### src/design/tlh_pkg.sv
// ---------------------------------------------------------------------------
// tlh_pkg: shared types and constants for the thermal level hysteresis core
// Field widths, register indexes, reset values and the level update function.
// ---------------------------------------------------------------------------
package tlh_pkg;

  localparam int TEMP_W     = 19;
  localparam int LEVEL_W    = 2;
  localparam int CFG_IDX_W  = 3;
  localparam int NUM_ENTRY  = 3;

  localparam logic [LEVEL_W-1:0] MAX_LEVELS = 2'd3;

  typedef logic signed [TEMP_W-1:0] temp_t;
  typedef logic [LEVEL_W-1:0]       level_t;
  typedef logic [CFG_IDX_W-1:0]     cfg_idx_t;

  // Register indexes on the configuration port
  localparam cfg_idx_t REG_DESCENDING = 3'd0;
  localparam cfg_idx_t REG_LEVELS     = 3'd1;
  localparam cfg_idx_t REG_RISE_ONE   = 3'd2;
  localparam cfg_idx_t REG_RISE_TWO   = 3'd3;
  localparam cfg_idx_t REG_RISE_THREE = 3'd4;
  localparam cfg_idx_t REG_CLR_ONE    = 3'd5;
  localparam cfg_idx_t REG_CLR_TWO    = 3'd6;
  localparam cfg_idx_t REG_CLR_THREE  = 3'd7;

  // Reset values
  localparam level_t RST_LEVELS     = 2'd3;
  localparam temp_t  RST_RISE_ONE   = 19'sd60000;
  localparam temp_t  RST_RISE_TWO   = 19'sd70000;
  localparam temp_t  RST_RISE_THREE = 19'sd80000;
  localparam temp_t  RST_CLR_ONE    = 19'sd55000;
  localparam temp_t  RST_CLR_TWO    = 19'sd65000;
  localparam temp_t  RST_CLR_THREE  = 19'sd75000;

  typedef struct packed {
    logic   descending;
    level_t levels;
    temp_t  rise_one;
    temp_t  rise_two;
    temp_t  rise_three;
    temp_t  clr_one;
    temp_t  clr_two;
    temp_t  clr_three;
  } cfg_t;

  // Walk the level up through reached rise thresholds, or down through passed
  // clear thresholds. rise_hit[k] covers entry k; clr_hit[k] leaves level k
  // (index zero is never set since level zero cannot drop).
  function automatic level_t next_level(level_t cur, level_t n_raw,
                                        logic [NUM_ENTRY:0] rise_hit,
                                        logic [NUM_ENTRY:0] clr_hit);
    level_t n;
    level_t lev;
    n = (n_raw == 2'd0) ? 2'd1 : n_raw;
    if (n > MAX_LEVELS) n = MAX_LEVELS;
    lev = (cur > n) ? n : cur;
    if ((lev < n) && rise_hit[lev]) begin
      for (int i = 0; i < NUM_ENTRY; i++) begin
        if ((lev < n) && rise_hit[lev]) lev = lev + 2'd1;
      end
    end else if ((lev != 2'd0) && clr_hit[lev]) begin
      for (int i = 0; i < NUM_ENTRY; i++) begin
        if ((lev != 2'd0) && clr_hit[lev]) lev = lev - 2'd1;
      end
    end
    return lev;
  endfunction

endpackage

### src/design/tlh_level_calc.sv
// ---------------------------------------------------------------------------
// tlh_level_calc: threshold comparators and level update
// Compares one sample against all thresholds and returns the new level.
// ---------------------------------------------------------------------------
module tlh_level_calc (
  input  tlh_pkg::cfg_t   cfg,
  input  tlh_pkg::temp_t  temperature,
  input  tlh_pkg::level_t cur_level,
  output tlh_pkg::level_t new_level
);

  logic [tlh_pkg::NUM_ENTRY:0] rise_hit;
  logic [tlh_pkg::NUM_ENTRY:0] clr_hit;
  logic [tlh_pkg::NUM_ENTRY-1:0] ge_rise;
  logic [tlh_pkg::NUM_ENTRY-1:0] le_rise;
  logic [tlh_pkg::NUM_ENTRY-1:0] lt_clr;
  logic [tlh_pkg::NUM_ENTRY-1:0] gt_clr;

  always_comb begin
    ge_rise = {temperature >= cfg.rise_three, temperature >= cfg.rise_two,
               temperature >= cfg.rise_one};
    le_rise = {temperature <= cfg.rise_three, temperature <= cfg.rise_two,
               temperature <= cfg.rise_one};
    lt_clr  = {temperature < cfg.clr_three, temperature < cfg.clr_two,
               temperature < cfg.clr_one};
    gt_clr  = {temperature > cfg.clr_three, temperature > cfg.clr_two,
               temperature > cfg.clr_one};
    // mirror every comparison in descending mode
    rise_hit = {1'b0, cfg.descending ? le_rise : ge_rise};
    clr_hit  = {cfg.descending ? gt_clr : lt_clr, 1'b0};
    new_level = tlh_pkg::next_level(cur_level, cfg.levels, rise_hit, clr_hit);
  end

endmodule

### src/design/thermal_level_hysteresis_core.sv
// ---------------------------------------------------------------------------
// thermal_level_hysteresis_core: multi-level thermal threshold with hysteresis
// Tracks the thermal level per temperature sample and emits the new level.
// ---------------------------------------------------------------------------
//
//   channel  | handshake            | payload
//   ---------+----------------------+---------------------------------
//   in_      | in_valid / in_stall  | in_temperature (19b signed)
//   out_     | out_valid / out_stall| out_thermal_level (2b)
//   cfg_     | cfg_valid / cfg_ready| cfg_index (3b), cfg_data (19b)
//
// One word per cycle sustained while out_stall is low; a sample taken into the
// input register is compared and loaded into the result register once that
// register frees up, and its level shows on out_ (input register, then compare
// and result register). The level register updates in the same cycle as the
// result register, so back-to-back samples see each other's level with no
// bubble. rst_n (synchronous) clears valids and the level and loads the default
// thresholds. out_stall holds the result and, once the input register is
// full too, raises in_stall. cfg_ready is always high.
//
module thermal_level_hysteresis_core (
  input  logic                   clk,
  input  logic                   rst_n,
  input  logic                   in_valid,
  output logic                   in_stall,
  input  tlh_pkg::temp_t         in_temperature,
  output logic                   out_valid,
  input  logic                   out_stall,
  output tlh_pkg::level_t        out_thermal_level,
  input  logic                   cfg_valid,
  output logic                   cfg_ready,
  input  tlh_pkg::cfg_idx_t      cfg_index,
  input  logic [tlh_pkg::TEMP_W-1:0] cfg_data
);

  tlh_pkg::cfg_t   cfg_r;
  logic            s1_valid_r;
  tlh_pkg::temp_t  s1_temp_r;
  logic            out_valid_r;
  tlh_pkg::level_t out_level_r;
  tlh_pkg::level_t level_r;
  tlh_pkg::level_t level_nxt;
  logic            s2_advance;
  logic            s1_take;

  assign cfg_ready = 1'b1;

  // Configuration registers
  always_ff @(posedge clk) begin
    if (!rst_n) begin
      cfg_r.descending <= 1'b0;
      cfg_r.levels     <= tlh_pkg::RST_LEVELS;
      cfg_r.rise_one   <= tlh_pkg::RST_RISE_ONE;
      cfg_r.rise_two   <= tlh_pkg::RST_RISE_TWO;
      cfg_r.rise_three <= tlh_pkg::RST_RISE_THREE;
      cfg_r.clr_one    <= tlh_pkg::RST_CLR_ONE;
      cfg_r.clr_two    <= tlh_pkg::RST_CLR_TWO;
      cfg_r.clr_three  <= tlh_pkg::RST_CLR_THREE;
    end else if (cfg_valid && cfg_ready) begin
      case (cfg_index)
        tlh_pkg::REG_DESCENDING: cfg_r.descending <= cfg_data[0];
        tlh_pkg::REG_LEVELS:     cfg_r.levels     <= cfg_data[1:0];
        tlh_pkg::REG_RISE_ONE:   cfg_r.rise_one   <= cfg_data;
        tlh_pkg::REG_RISE_TWO:   cfg_r.rise_two   <= cfg_data;
        tlh_pkg::REG_RISE_THREE: cfg_r.rise_three <= cfg_data;
        tlh_pkg::REG_CLR_ONE:    cfg_r.clr_one    <= cfg_data;
        tlh_pkg::REG_CLR_TWO:    cfg_r.clr_two    <= cfg_data;
        tlh_pkg::REG_CLR_THREE:  cfg_r.clr_three  <= cfg_data;
        default: ;
      endcase
    end
  end

  // Result register frees up when empty or when its word is taken
  assign s2_advance = !out_valid_r || !out_stall;
  // Input register takes a word when empty or when it moves on
  assign in_stall   = s1_valid_r && !s2_advance;
  assign s1_take    = in_valid && !in_stall;

  tlh_level_calc u_calc (
    .cfg         (cfg_r),
    .temperature (s1_temp_r),
    .cur_level   (level_r),
    .new_level   (level_nxt)
  );

  // Input register
  always_ff @(posedge clk) begin
    if (!rst_n) begin
      s1_valid_r <= 1'b0;
    end else if (s2_advance || !s1_valid_r) begin
      s1_valid_r <= in_valid;
    end
  end

  always_ff @(posedge clk) begin
    if (s1_take) begin
      s1_temp_r <= in_temperature;
    end
  end

  // Result register and level state advance together
  always_ff @(posedge clk) begin
    if (!rst_n) begin
      out_valid_r <= 1'b0;
      level_r     <= '0;
    end else if (s2_advance) begin
      out_valid_r <= s1_valid_r;
      if (s1_valid_r) begin
        level_r <= level_nxt;
      end
    end
  end

  always_ff @(posedge clk) begin
    if (s2_advance && s1_valid_r) begin
      out_level_r <= level_nxt;
    end
  end

  assign out_valid         = out_valid_r;
  assign out_thermal_level = out_level_r;

endmodule

### config.mk
export PLATFORM = sky130hd
export DESIGN_NAME = thermal_level_hysteresis_core
export DESIGN_NICKNAME = d
export VERILOG_FILES = /design/src/design/tlh_pkg.sv /design/src/design/tlh_level_calc.sv /design/src/design/thermal_level_hysteresis_core.sv
export SDC_FILE = /design/constraint.sdc
export NUM_CORES = 1
export LEC_CHECK = 0
export BUFFER_PORTS_ARGS = -buffer_cell sky130_fd_sc_hd__buf_4
export CELL_PAD_IN_SITES_DETAIL_PLACEMENT = 0
export CELL_PAD_IN_SITES_GLOBAL_PLACEMENT = 1
export CORE_MARGIN = 4
export CORE_UTILIZATION = 30
export CTS_BUF_LIST = sky130_fd_sc_hd__clkbuf_8
export DETAILED_ROUTE_END_ITERATION = 8
export PLACE_DENSITY = 0.57
export SLEW_MARGIN = 25
export SYNTH_ARGS = -nofsm -noshare
export SYNTH_HDL_FRONTEND = slang
export SYNTH_HIERARCHICAL = 1
export SYNTH_SLANG_ARGS = --single-unit
export TNS_END_PERCENT = 30
### constraint.sdc
create_clock -name clk -period 8.9 [get_ports clk]
set_clock_uncertainty 0.1 [all_clocks]
set_input_delay 1.335 -clock clk [delete_from_list [all_inputs] [get_ports clk]]
set_output_delay 1.335 -clock clk [all_outputs]
set_load 0.005 [all_outputs]
==> run metrics, run 1 <==
outcome finished clean; CP endpoint kind register; endpoints failing setup 0; Synth cell types around 90; layout net count between 1000 and 1500; synth warn 6; Slew HR a little over a third; Crit Path Max Fanout 16; area delta synth->final 11.9%; Antenna Cells 0; die area 33300 um2; Pre-antenna DRT Iters 4; Post-Syn Area 9130 um2; ANT nets after route 0; CTS tree done; sw power 0.470 mW; min-delay src cfg_r[61]$_SDFFE_PN0P_; first-pass GRT wire length about 39000 um; Worst Hold Depth 2; die span in x between 150 and 200 um; CP required between 9 and 10 ns; FF-to-FF setup slack around 3.8 ns; Min Hold Slack 0.361 ns; R2R Path End level_r[1]$_SDFFE_PN0P_; initial antenna violation count 0; Critical Path Start Type register; Area after DPL 9790 um2; post-synthesis sequential area ratio 33.5%; final setup margin 3.85 ns; fin crit period between 5 and 6 ns; # hold bufs at CTS 0; final period utilization between 50% and 60%; sw frac ~30%; RR Startpoint cfg_r[115]$_SDFFE_PN1P_; Non-Filler Instances approximately 1400; Sum Neg Setup Slack 0 ns; synthesis-stage register bit count 142; synthesized area per cell between 9 and 10 um2; Detail Placement HPWL approximately 18000 um; Iter 0 DRT Violations roughly 340; depth of the CTS H-tree 4; area leader, netlist dfxtp_1; CTS Buf Count 17; Row Count 63; largest net degree at the start of global routing around 60; Area contributors post-synth dfxtp_1 (27%), ha_1 (17%), mux2i_1 (13%); clk slew on worst S/H paths roughly 0.10 ns; clock tree root buffer cell clkbuf_8; I/O Pins between 50 and 60; Seq pwr share about 44%; f_max between 150 and 200 MHz; number of global-route vias before repair between 6000 and 7000; Final Hold Fails 0; Post-CTS Setup Bufs 0; clock sink count about 140; Post-Route WL 24900 um; Worst Tran Pin Value 0.964 ns; largest buffer count on any clock path 2; Setup WS pre-CTS approximately 4.0 ns; Int Power 1.11 mW; cts repair resizes 0; post-DR wirelength/cell 17.6 um; Post-synth ARST share 0%; Main synth FF type dfxtp_1; share of cells above drive strength 1 a little under an eighth; combinational share of power between 10% and 20%; hold path endpoint cfg_r[61]$_SDFFE_PN0P_; Post-route DRC 0; Power Dens Cells 154 nW/um2; RSZ-0062 raised after global routing false; via count between 6000 and 7000; port bufs ~50; Leak 4.91 nW; Post-synth EDFFs 21; Die Y 182 um; number of max-cap violations 0; Crit Path Class register to register; post-route design area between 10000 and 15000 um2; core area roughly 30000 um2; DP Cell Count ~1400; Worst EP arrival approximately 5.3 ns; GR Overflow Total 0; Clock Latency Late Sink 0.47 ns; r2r worst-path depth 18; Max VDD drop between 0.08 and 0.09 mV; Clk pwr share 36.9%; Slew Limit Fails 0; via density per instance 4.72; hold crit path type register to register; post-synthesis cell count between 900 and 1000; Routability Congestion 0.773; Synth top area share a little over a quarter; Post-Syn Nets 1148; Initial Util between 30% and 40%; GR Util All Layers between 15 and 20%
[layout make-up]
type | instances | area [um2]
repair buffers | 57 | 428
fillers | 3111 | 19600
clock buffers | 17 | 234
flip-flops and latches | 142 | 3050
well taps | 390 | 488
inverters | 129 | 484
clock inverters | 15 | 194
multi-input cells | 670 | 5340
[registers in the layout, summed over array words and instances, names as in the netlist]
register,count
cfg_r,117
out_thermal_level,2
level_r,2
out_valid,1
s1_temp_r,19
s1_valid_r,1
[worst max-delay path, stage by stage, from the launching register on]
cell	delay, ns
dfxtp_1	0.47
nand2b_1	0.21
ha_1	0.32
nand2_1	0.07
o21ai_2	0.08
o21ai_4	0.36
clkinv_1	0.34
ha_1	0.53
inv_1	0.12
ha_1	0.30
a21oi_1	0.32
a41oi_1	0.17
a21oi_1	0.33
inv_1	0.08
ha_1	0.34
o41a_1	0.42
o22ai_1	0.16
nand2_1	0.07
mux2i_1	0.15
[metrics by stage]
step | utilization (%) | power (mW)
final | 34.3 | 1.58
after global routing | 34.3 | 1.66
after CTS | 34.3 | 1.60
after detailed placement | 32.9 | 1.01
after global placement | 32.9 | 1.01
after floorplan | - | 0.919
[cell usage in the layout (no fill, tap or decap), types with 4 or more instances in the layout]
cell type	synthesis	layout
a211oi_1	7	7
a21o_1	20	20
a21oi_1	33	33
a31oi_1	4	4
and3_1	5	5
and4_1	5	5
buf_4	6	57
bufinv_16	0	4
clkbuf_8	1	17
dfxtp_1	121	121
edfxtp_1	21	21
ha_1	123	123
inv_1	127	128
mux2i_1	121	121
nand2_1	109	109
nand2b_1	4	4
nand3_1	14	14
nand4_1	21	21
nor2_1	20	20
nor2b_1	72	71
nor3_1	5	5
o211ai_1	4	4
o21a_1	4	4
o21ai_0	16	16
[synthesized netlist by cell type, drive strengths merged, types with 15 or more instances]
library cell / number
buf: 28
inv: 128
edfxtp: 21
mux2i: 122
nand4: 21
o21ai: 21
nor2: 20
nand2: 109
a21o: 21
nand3: 15
ha: 123
nor2b: 73
dfxtp: 121
a21oi: 34
[cells by family after synthesis]
kind of cell    Yosys count  share of synthesized area (%)
compound gates          133                           10.6
flops                   142                           33.5
buf+inv                 167                           8.17
simple gates            288                           17.1
other cells               1                         0.0411
mux                     123                           13.6
xor+xnor                  2                          0.192
fa+ha+maj               123                           16.9
[how the worst max path moves through the flow]
stage	slack, ns	to	startpoint	depth (start not counted)
2_1_floorplan	4.72	level_r[1]$_SDFFE_PN0P_	cfg_r[115]$_SDFFE_PN1P_	20
3_3_place_gp	4.06	level_r[1]$_SDFFE_PN0P_	cfg_r[115]$_SDFFE_PN1P_	18
3_5_place_dp	3.98	level_r[0]$_SDFFE_PN0P_	cfg_r[115]$_SDFFE_PN1P_	20
4_1_cts	3.92	level_r[1]$_SDFFE_PN0P_	cfg_r[115]$_SDFFE_PN1P_	18
5_1_grt	3.42	level_r[0]$_SDFFE_PN0P_	cfg_r[115]$_SDFFE_PN1P_	20
6_report	3.85	level_r[1]$_SDFFE_PN0P_	cfg_r[115]$_SDFFE_PN1P_	18
[power groups by stage]
stage                     combinational (mW)  clock, mW  sequential, mW
after global routing                   0.338      0.626           0.697
final                                  0.300      0.582           0.694
after floorplan                        0.219          0           0.700
after CTS                              0.301      0.602           0.694
after detailed placement               0.299          0           0.709
after global placement                 0.298          0           0.709
[routing by layer]
layer  vias up  global-route usage (%)  share of wire [%]
met3        12                    2.59                2.7
met4         0                    3.72                1.1
met5         -                       0                  0
li1       3475                       -                  -
met1      3140                    20.5                 48
met2        80                    25.8                 48
(Power assumes the default switching activity.)
==> inputs of run 2 (changes only) <==
Settings changed: ABC_AREA from default to 1, PLACE_DENSITY 0.57 to 0.63.
Clock period 8.9 ns to 4.2 ns, I/O delays scaled along.
==> run 2 against run 1 <==
  * Sequential share of layout area shrank 0.53 points
  * Sequential power grew 110%
  * Core utilization grew 0.55 points
  * Critical path depth grew 7
  * Power grew 120%
  * Flip-flop and latch count is the same
  * Routed wire length grew 16%
  * Fmax grew 32%
  * Worst hold slack lost 0.13 ns
==> run metrics, run 2 <==
max reg flops 117; top sig layer met4; Worst EP arrival roughly 4.1 ns; final setup margin 0.366 ns; final period utilization slightly above 90%; number of global-route vias before repair 7667; overall power 3.52 mW; Min Hold Slack ~0.24 ns; core area 29900 um2; Crit Path Max Fanout 6; WP buf/inv 5; Slew Limit Fails 0; Detail Placement HPWL 21000 um; via density per instance ~4.6; Area after DPL 9960 um2; largest family of logic cells by synthesized area simple AND/OR/NAND/NOR gates; Post-Syn Nets between 1000 and 1500; adder and majority gate portion of the synthesized area between 15 and 20%; CP required 4.45 ns; Biggest register cfg_r; f_max around 260 MHz; CP endpoint kind register; Setup WS pre-CTS approximately 0.20 ns; Seq pwr share a little over two fifths; endpoints failing setup 0; most frequent cells in the layout nand2_1 (358), inv_1 (195), nor2_1 (178), nand3_1 (132), ha_1 (123); CP delay by family, top adder cells; Initial Util a little under a third; post-synthesis cell count 1323; CTS tree done; depth of the CTS H-tree 4; layout net count around 1500; Main synth FF type dfxtp_1; Max VDD drop approximately 0.17 mV; Synth Area in Compound Gates between 5 and 6%; Die Y around 180 um; clk slew on worst S/H paths 0.10 ns; Power Dens Cells about 340 nW/um2; Worst Tran Pin Value around 0.95 ns; post-synthesis mux area share 0%; outcome finished clean; CTS Buf Count 17; most numerous cell in the Yosys netlist nand2_1; met2 WL about 13000 um; I/O Pins between 50 and 60; Routability Congestion 0.836; first-pass GRT wire length roughly 45000 um; Crit Path Class register to register; Area contributors post-synth dfxtp_1 (26%), ha_1 (17%), nand2_1 (15%); area delta synth->final 13.5%; commonest non-fill, non-tap cell in the layout nand2_1; sw frac roughly 34%; Int Power approximately 2.3 mW; Synth top area share roughly a quarter; share of cells above drive strength 1 between 10% and 20%; sw power ~1.2 mW; Pre-antenna DRT Iters 5; clock sink count 142; ANT nets after route 0; number of max-cap violations 0; WL met3 between 1000 and 1500 um; slowest stage delay, CP ~0.40 ns; Sum Neg Setup Slack 0 ns; synthesis-stage register bit count between 100 and 150; synth warn 6; Met1 Routed Length ~14000 um; Iter 0 DRT Violations between 400 and 500; RSZ-0062 raised after global routing false; Worst path slowest cell dfxtp_2; via count between 8000 and 9000; commonest cells in the netlist nand2_1 (359), inv_1 (196), nor2_1 (180); # hold bufs at CTS 0; Clk pwr share about a third; post-DR wirelength/cell approximately 16 um; XOR/XNOR Fraction of Synth Area less than 1%; Critical Path Start Type register; die span in x about 180 um; Leak between 5 and 6 nW; port bufs 49; Non-Filler Instances around 1800; Slew HR between 30% and 40%; post-layout util 34.8%; fin crit period approximately 3.8 ns; post-route design area about 10000 um2; Post-synth EDFFs 21; area leader, netlist dfxtp_1; Clock Latency Late Sink between 0.4 and 0.5 ns; Post-route DRC 0; clock tree root buffer cell clkbuf_8; largest buffer count on any clock path 2; Post-Route WL about 29000 um; Largest regs cfg_r: 117 flops, s1_temp_r: 19 flops; Post-Syn Area slightly above 9000 um2; Final Hold Fails 0; Post-synth ARST share 0%; Row Count between 60 and 70; cell mode on critical path ha_1; post-synthesis sequential area ratio between 30% and 40%; combinational share of power between 20 and 25%; die area around 33000 um2; DP Cell Count ~1700; synthesized area per cell roughly 6.9 um2; hold crit path type input port to register; Post-Synth Simple-Gate Area 34.1%; initial antenna violation count 0; Antenna Cells 0; GR Overflow Total 0; GR Util All Layers between 10% and 20%; largest net degree at the start of global routing 68; Synth cell types between 40 and 50
==> run 2: changes by cell type after synthesis, moves of 69 or more <==
cell / change
inv_1: +69
nor2b_1: -72
nor2_1: +160
mux2i_1: -121
nand3_1: +118
nand2_1: +250
==> run 2: final timing paths <==
check	start	to	slack, ns	cells after the start
min	in_temperature[0]	s1_temp_r[0]$_DFFE_PP_	0.24	1
max	cfg_r[115]$_SDFFE_PN1P_	level_r[0]$_SDFFE_PN0P_	0.37	25
max reg2reg	cfg_r[115]$_SDFFE_PN1P_	level_r[0]$_SDFFE_PN0P_	0.37	25
min reg2reg	cfg_r[34]$_SDFFE_PN1P_	cfg_r[34]$_SDFFE_PN1P_	0.36	2
==> run 2: area by class of cell <==
type | count | area, um2
multi-input cells | 940 | 5200
fillers | 3285 | 19500
inverters | 204 | 766
clock inverters | 15 | 183
repair buffers | 63 | 485
clock buffers | 17 | 234
flip-flops and latches | 142 | 3060
well taps | 390 | 488
==> run 2: kinds of logic (layout without fill, tap and decap cells) <==
logic type / after synthesis / after routing
xor gates and xnor gates: 3 / 3
AOI/OAI and AO/OA: 85 / 85
other: 1 / 1
DFF: 142 / 142
and+or+nand+nor: 728 / 728
adders and majority gates: 123 / 123
buffers and inverters: 241 / 299
==> run 2: what timing repair did <==
item | in CTS | in global routing
endpoints found under the setup margin | 0 | 4
resized for setup | 0 | 5
buffers inserted | 0 | 1
==> run 2: power groups by stage <==
stage	Clock, mW	Combinational, mW	Sequential (mW)
floorplan	0	0.572	1.50
global placement	0	0.792	1.52
detailed placement	0	0.797	1.52
CTS	1.25	0.802	1.49
global route	1.32	0.919	1.50
finish	1.22	0.801	1.49
==> run 2: per-layer routing <==
metal	global-route usage [%]	vias up
met2	27.9	140
met4	3.49	0
met1	24.8	3783
met5	0	-
li1	-	4279
met3	2.78	19
==> inputs of run 3 (changes only) <==
Settings changed: CORE_UTILIZATION 30 to 42, GPL_TIMING_DRIVEN from default to 0, PLACE_DENSITY 0.63 to 0.82.
==> run 3 against run 2 <==
  * Core utilization is 14 points higher
  * Register-to-register slack worse by 0.05 ns
  * Critical path depth is 1 higher
  * Sequential power hardly changed
  * Highest routed layer unchanged
  * Cell area is 0.35% lower
  * Routed wire length is 2.1% lower
==> run metrics, run 3 (same netlist as run 2, synthesis figures left out) <==
via density per instance between 5 and 6; Row Count 53; die area between 20000 and 25000 um2; clock tree root buffer cell clkbuf_8; DP Cell Count around 1600; f_max roughly 260 MHz; Sum Neg Setup Slack 0 ns; Max VDD drop ~0.18 mV; port bufs 48; initial antenna violation count 0; layout net count approximately 1600; # hold bufs at CTS 0; Slew HR 37.9%; min-delay src in_temperature[6]; Iter 0 DRT Violations roughly 560; depth of the CTS H-tree 4; Antenna Cells 0; via count between 8000 and 9000; Min Hold Slack 0.240 ns; Final Hold Fails 0; Clk pwr share around a third; Detail Placement HPWL 21400 um; FF-to-FF setup slack roughly 0.32 ns; R2R Path End level_r[1]$_SDFFE_PN0P_; Crit Path Max Fanout 10; CP required around 4.5 ns; hold crit path type input port to register; Largest regs cfg_r: 117 flops, s1_temp_r: 19 flops; outcome finished clean; clk slew on worst S/H paths roughly 0.090 ns; final period utilization 92.5%; post-layout util between 40% and 50%; Leak 5.45 nW; Routability Congestion between 0.8 and 0.9; Setup WS pre-CTS -0.240 ns; I/O Pins between 50 and 60; GR Overflow Total 0; Die Y approximately 160 um; sw frac 33.0%; Pre-antenna DRT Iters 6; Power Dens Cells between 300 and 400 nW/um2; Critical Path Start Type register; post-route design area 10400 um2; CP endpoint kind register; share of cells above drive strength 1 approximately 11%; CTS Buf Count 17; combinational share of power about a quarter; Non-Filler Instances 1684; Initial Util between 40% and 50%; Post-route DRC 0; area delta synth->final 13.1%; Crit Path Class register to register; CTS tree done; Seq pwr share around 43%; max reg flops between 100 and 150; Worst Hold Depth 1; number of global-route vias before repair between 7000 and 8000; commonest non-fill, non-tap cell in the layout nand2_1; ANT nets after route 0; Post-Route WL 28300 um; sw power 1.15 mW; Int Power about 2.3 mW; final setup margin 0.317 ns; Clock Latency Late Sink between 0.4 and 0.5 ns; Area after DPL 9880 um2; fin crit period a little under 4 ns; number of max-cap violations 0; endpoints failing setup 0; largest net degree at the start of global routing 20; core area approximately 21000 um2; Biggest register cfg_r; GR Util All Layers between 20% and 30%; clock sink count about 140; hold path endpoint s1_temp_r[6]$_DFFE_PP_; die span in x roughly 160 um; most frequent cells in the layout nand2_1 (357), inv_1 (196), nor2_1 (180), nand3_1 (132), ha_1 (122); Slew Limit Fails 0; Worst EP arrival between 4 and 5 ns; post-DR wirelength/cell ~17 um; largest buffer count on any clock path 2; r2r worst-path depth 26; Worst Tran Pin Value a little over 0.9 ns; RR Startpoint cfg_r[115]$_SDFFE_PN1P_; overall power 3.49 mW; first-pass GRT wire length between 40000 and 50000 um
## run 3: cell types whose count changed in the layout (fill, tap and decap cells not counted), sizes merged
| cell | before | now |
|---|---|---|
| buf | 63 | 82 |
| clkbuf | 17 | 26 |
| clkinvlp | 1 | 3 |
| inv | 207 | 205 |
## run 3: worst max path at each step
stage / from / end / slack [ns] / cells past startpoint
finish: cfg_r[115]$_SDFFE_PN1P_ / level_r[1]$_SDFFE_PN0P_ / 0.32 / 26
global route: cfg_r[115]$_SDFFE_PN1P_ / level_r[0]$_SDFFE_PN0P_ / -0.006 / 25
CTS: cfg_r[115]$_SDFFE_PN1P_ / level_r[0]$_SDFFE_PN0P_ / 0.11 / 25
detailed placement: level_r[1]$_SDFFE_PN0P_ / level_r[0]$_SDFFE_PN0P_ / -0.24 / 25
global placement: cfg_r[115]$_SDFFE_PN1P_ / level_r[0]$_SDFFE_PN0P_ / -0.19 / 26
floorplan: cfg_r[115]$_SDFFE_PN1P_ / level_r[0]$_SDFFE_PN0P_ / 0.27 / 25
## run 3: repair_timing
| item | 4_1_cts | 5_1_grt |
|---|---|---|
| setup endpoints to repair | 4 | 4 |
| pin swaps | 0 | 7 |
| resized for setup | 8 | 7 |
| setup buffers | 0 | 6 |
## run 3: cell type report
type                    count  area (um2)
well taps                 275         344
clock buffers              17         234
inverters                 204         766
fillers                  2218       10800
clock inverters            15         170
repair buffers             54         405
plain buffers              37         181
flip-flops and latches    142        3060
multi-input cells         940        5210
## run 3: worst max-delay path, cell delays in order (launching register included)
cell      delay, ns
dfxtp_4        0.37
clkbuf_2       0.12
ha_1           0.29
inv_1          0.06
nor2_1         0.04
o21ai_2        0.21
nand2_2        0.11
o21ai_4        0.10
inv_2          0.09
buf_6          0.15
ha_4           0.27
inv_2          0.05
ha_1           0.28
a21o_1         0.19
a21oi_2        0.14
nand3_1        0.11
nand2_2        0.11
inv_1          0.05
ha_1           0.18
o21bai_1       0.14
nor2_1         0.13
nand3_1        0.11
nand2_1        0.07
nand2_1        0.04
nand2_1        0.10
o21ai_0        0.10
nor2_1         0.11
## run 3: per-layer routing
layer  track usage [%]  share of wire [%]
met2              37.0                 44
met5                 0                  0
met3              4.72                6.3
met1              32.9                 47
met4              8.25                2.7
## run 3: power groups by stage
stage | combinational [mW] | sequential, mW | clock, mW
after global placement | 0.774 | 1.53 | 0
after detailed placement | 0.787 | 1.53 | 0
after floorplan | 0.572 | 1.50 | 0
after CTS | 0.800 | 1.50 | 1.18
final | 0.832 | 1.50 | 1.16
after global routing | 0.955 | 1.51 | 1.24
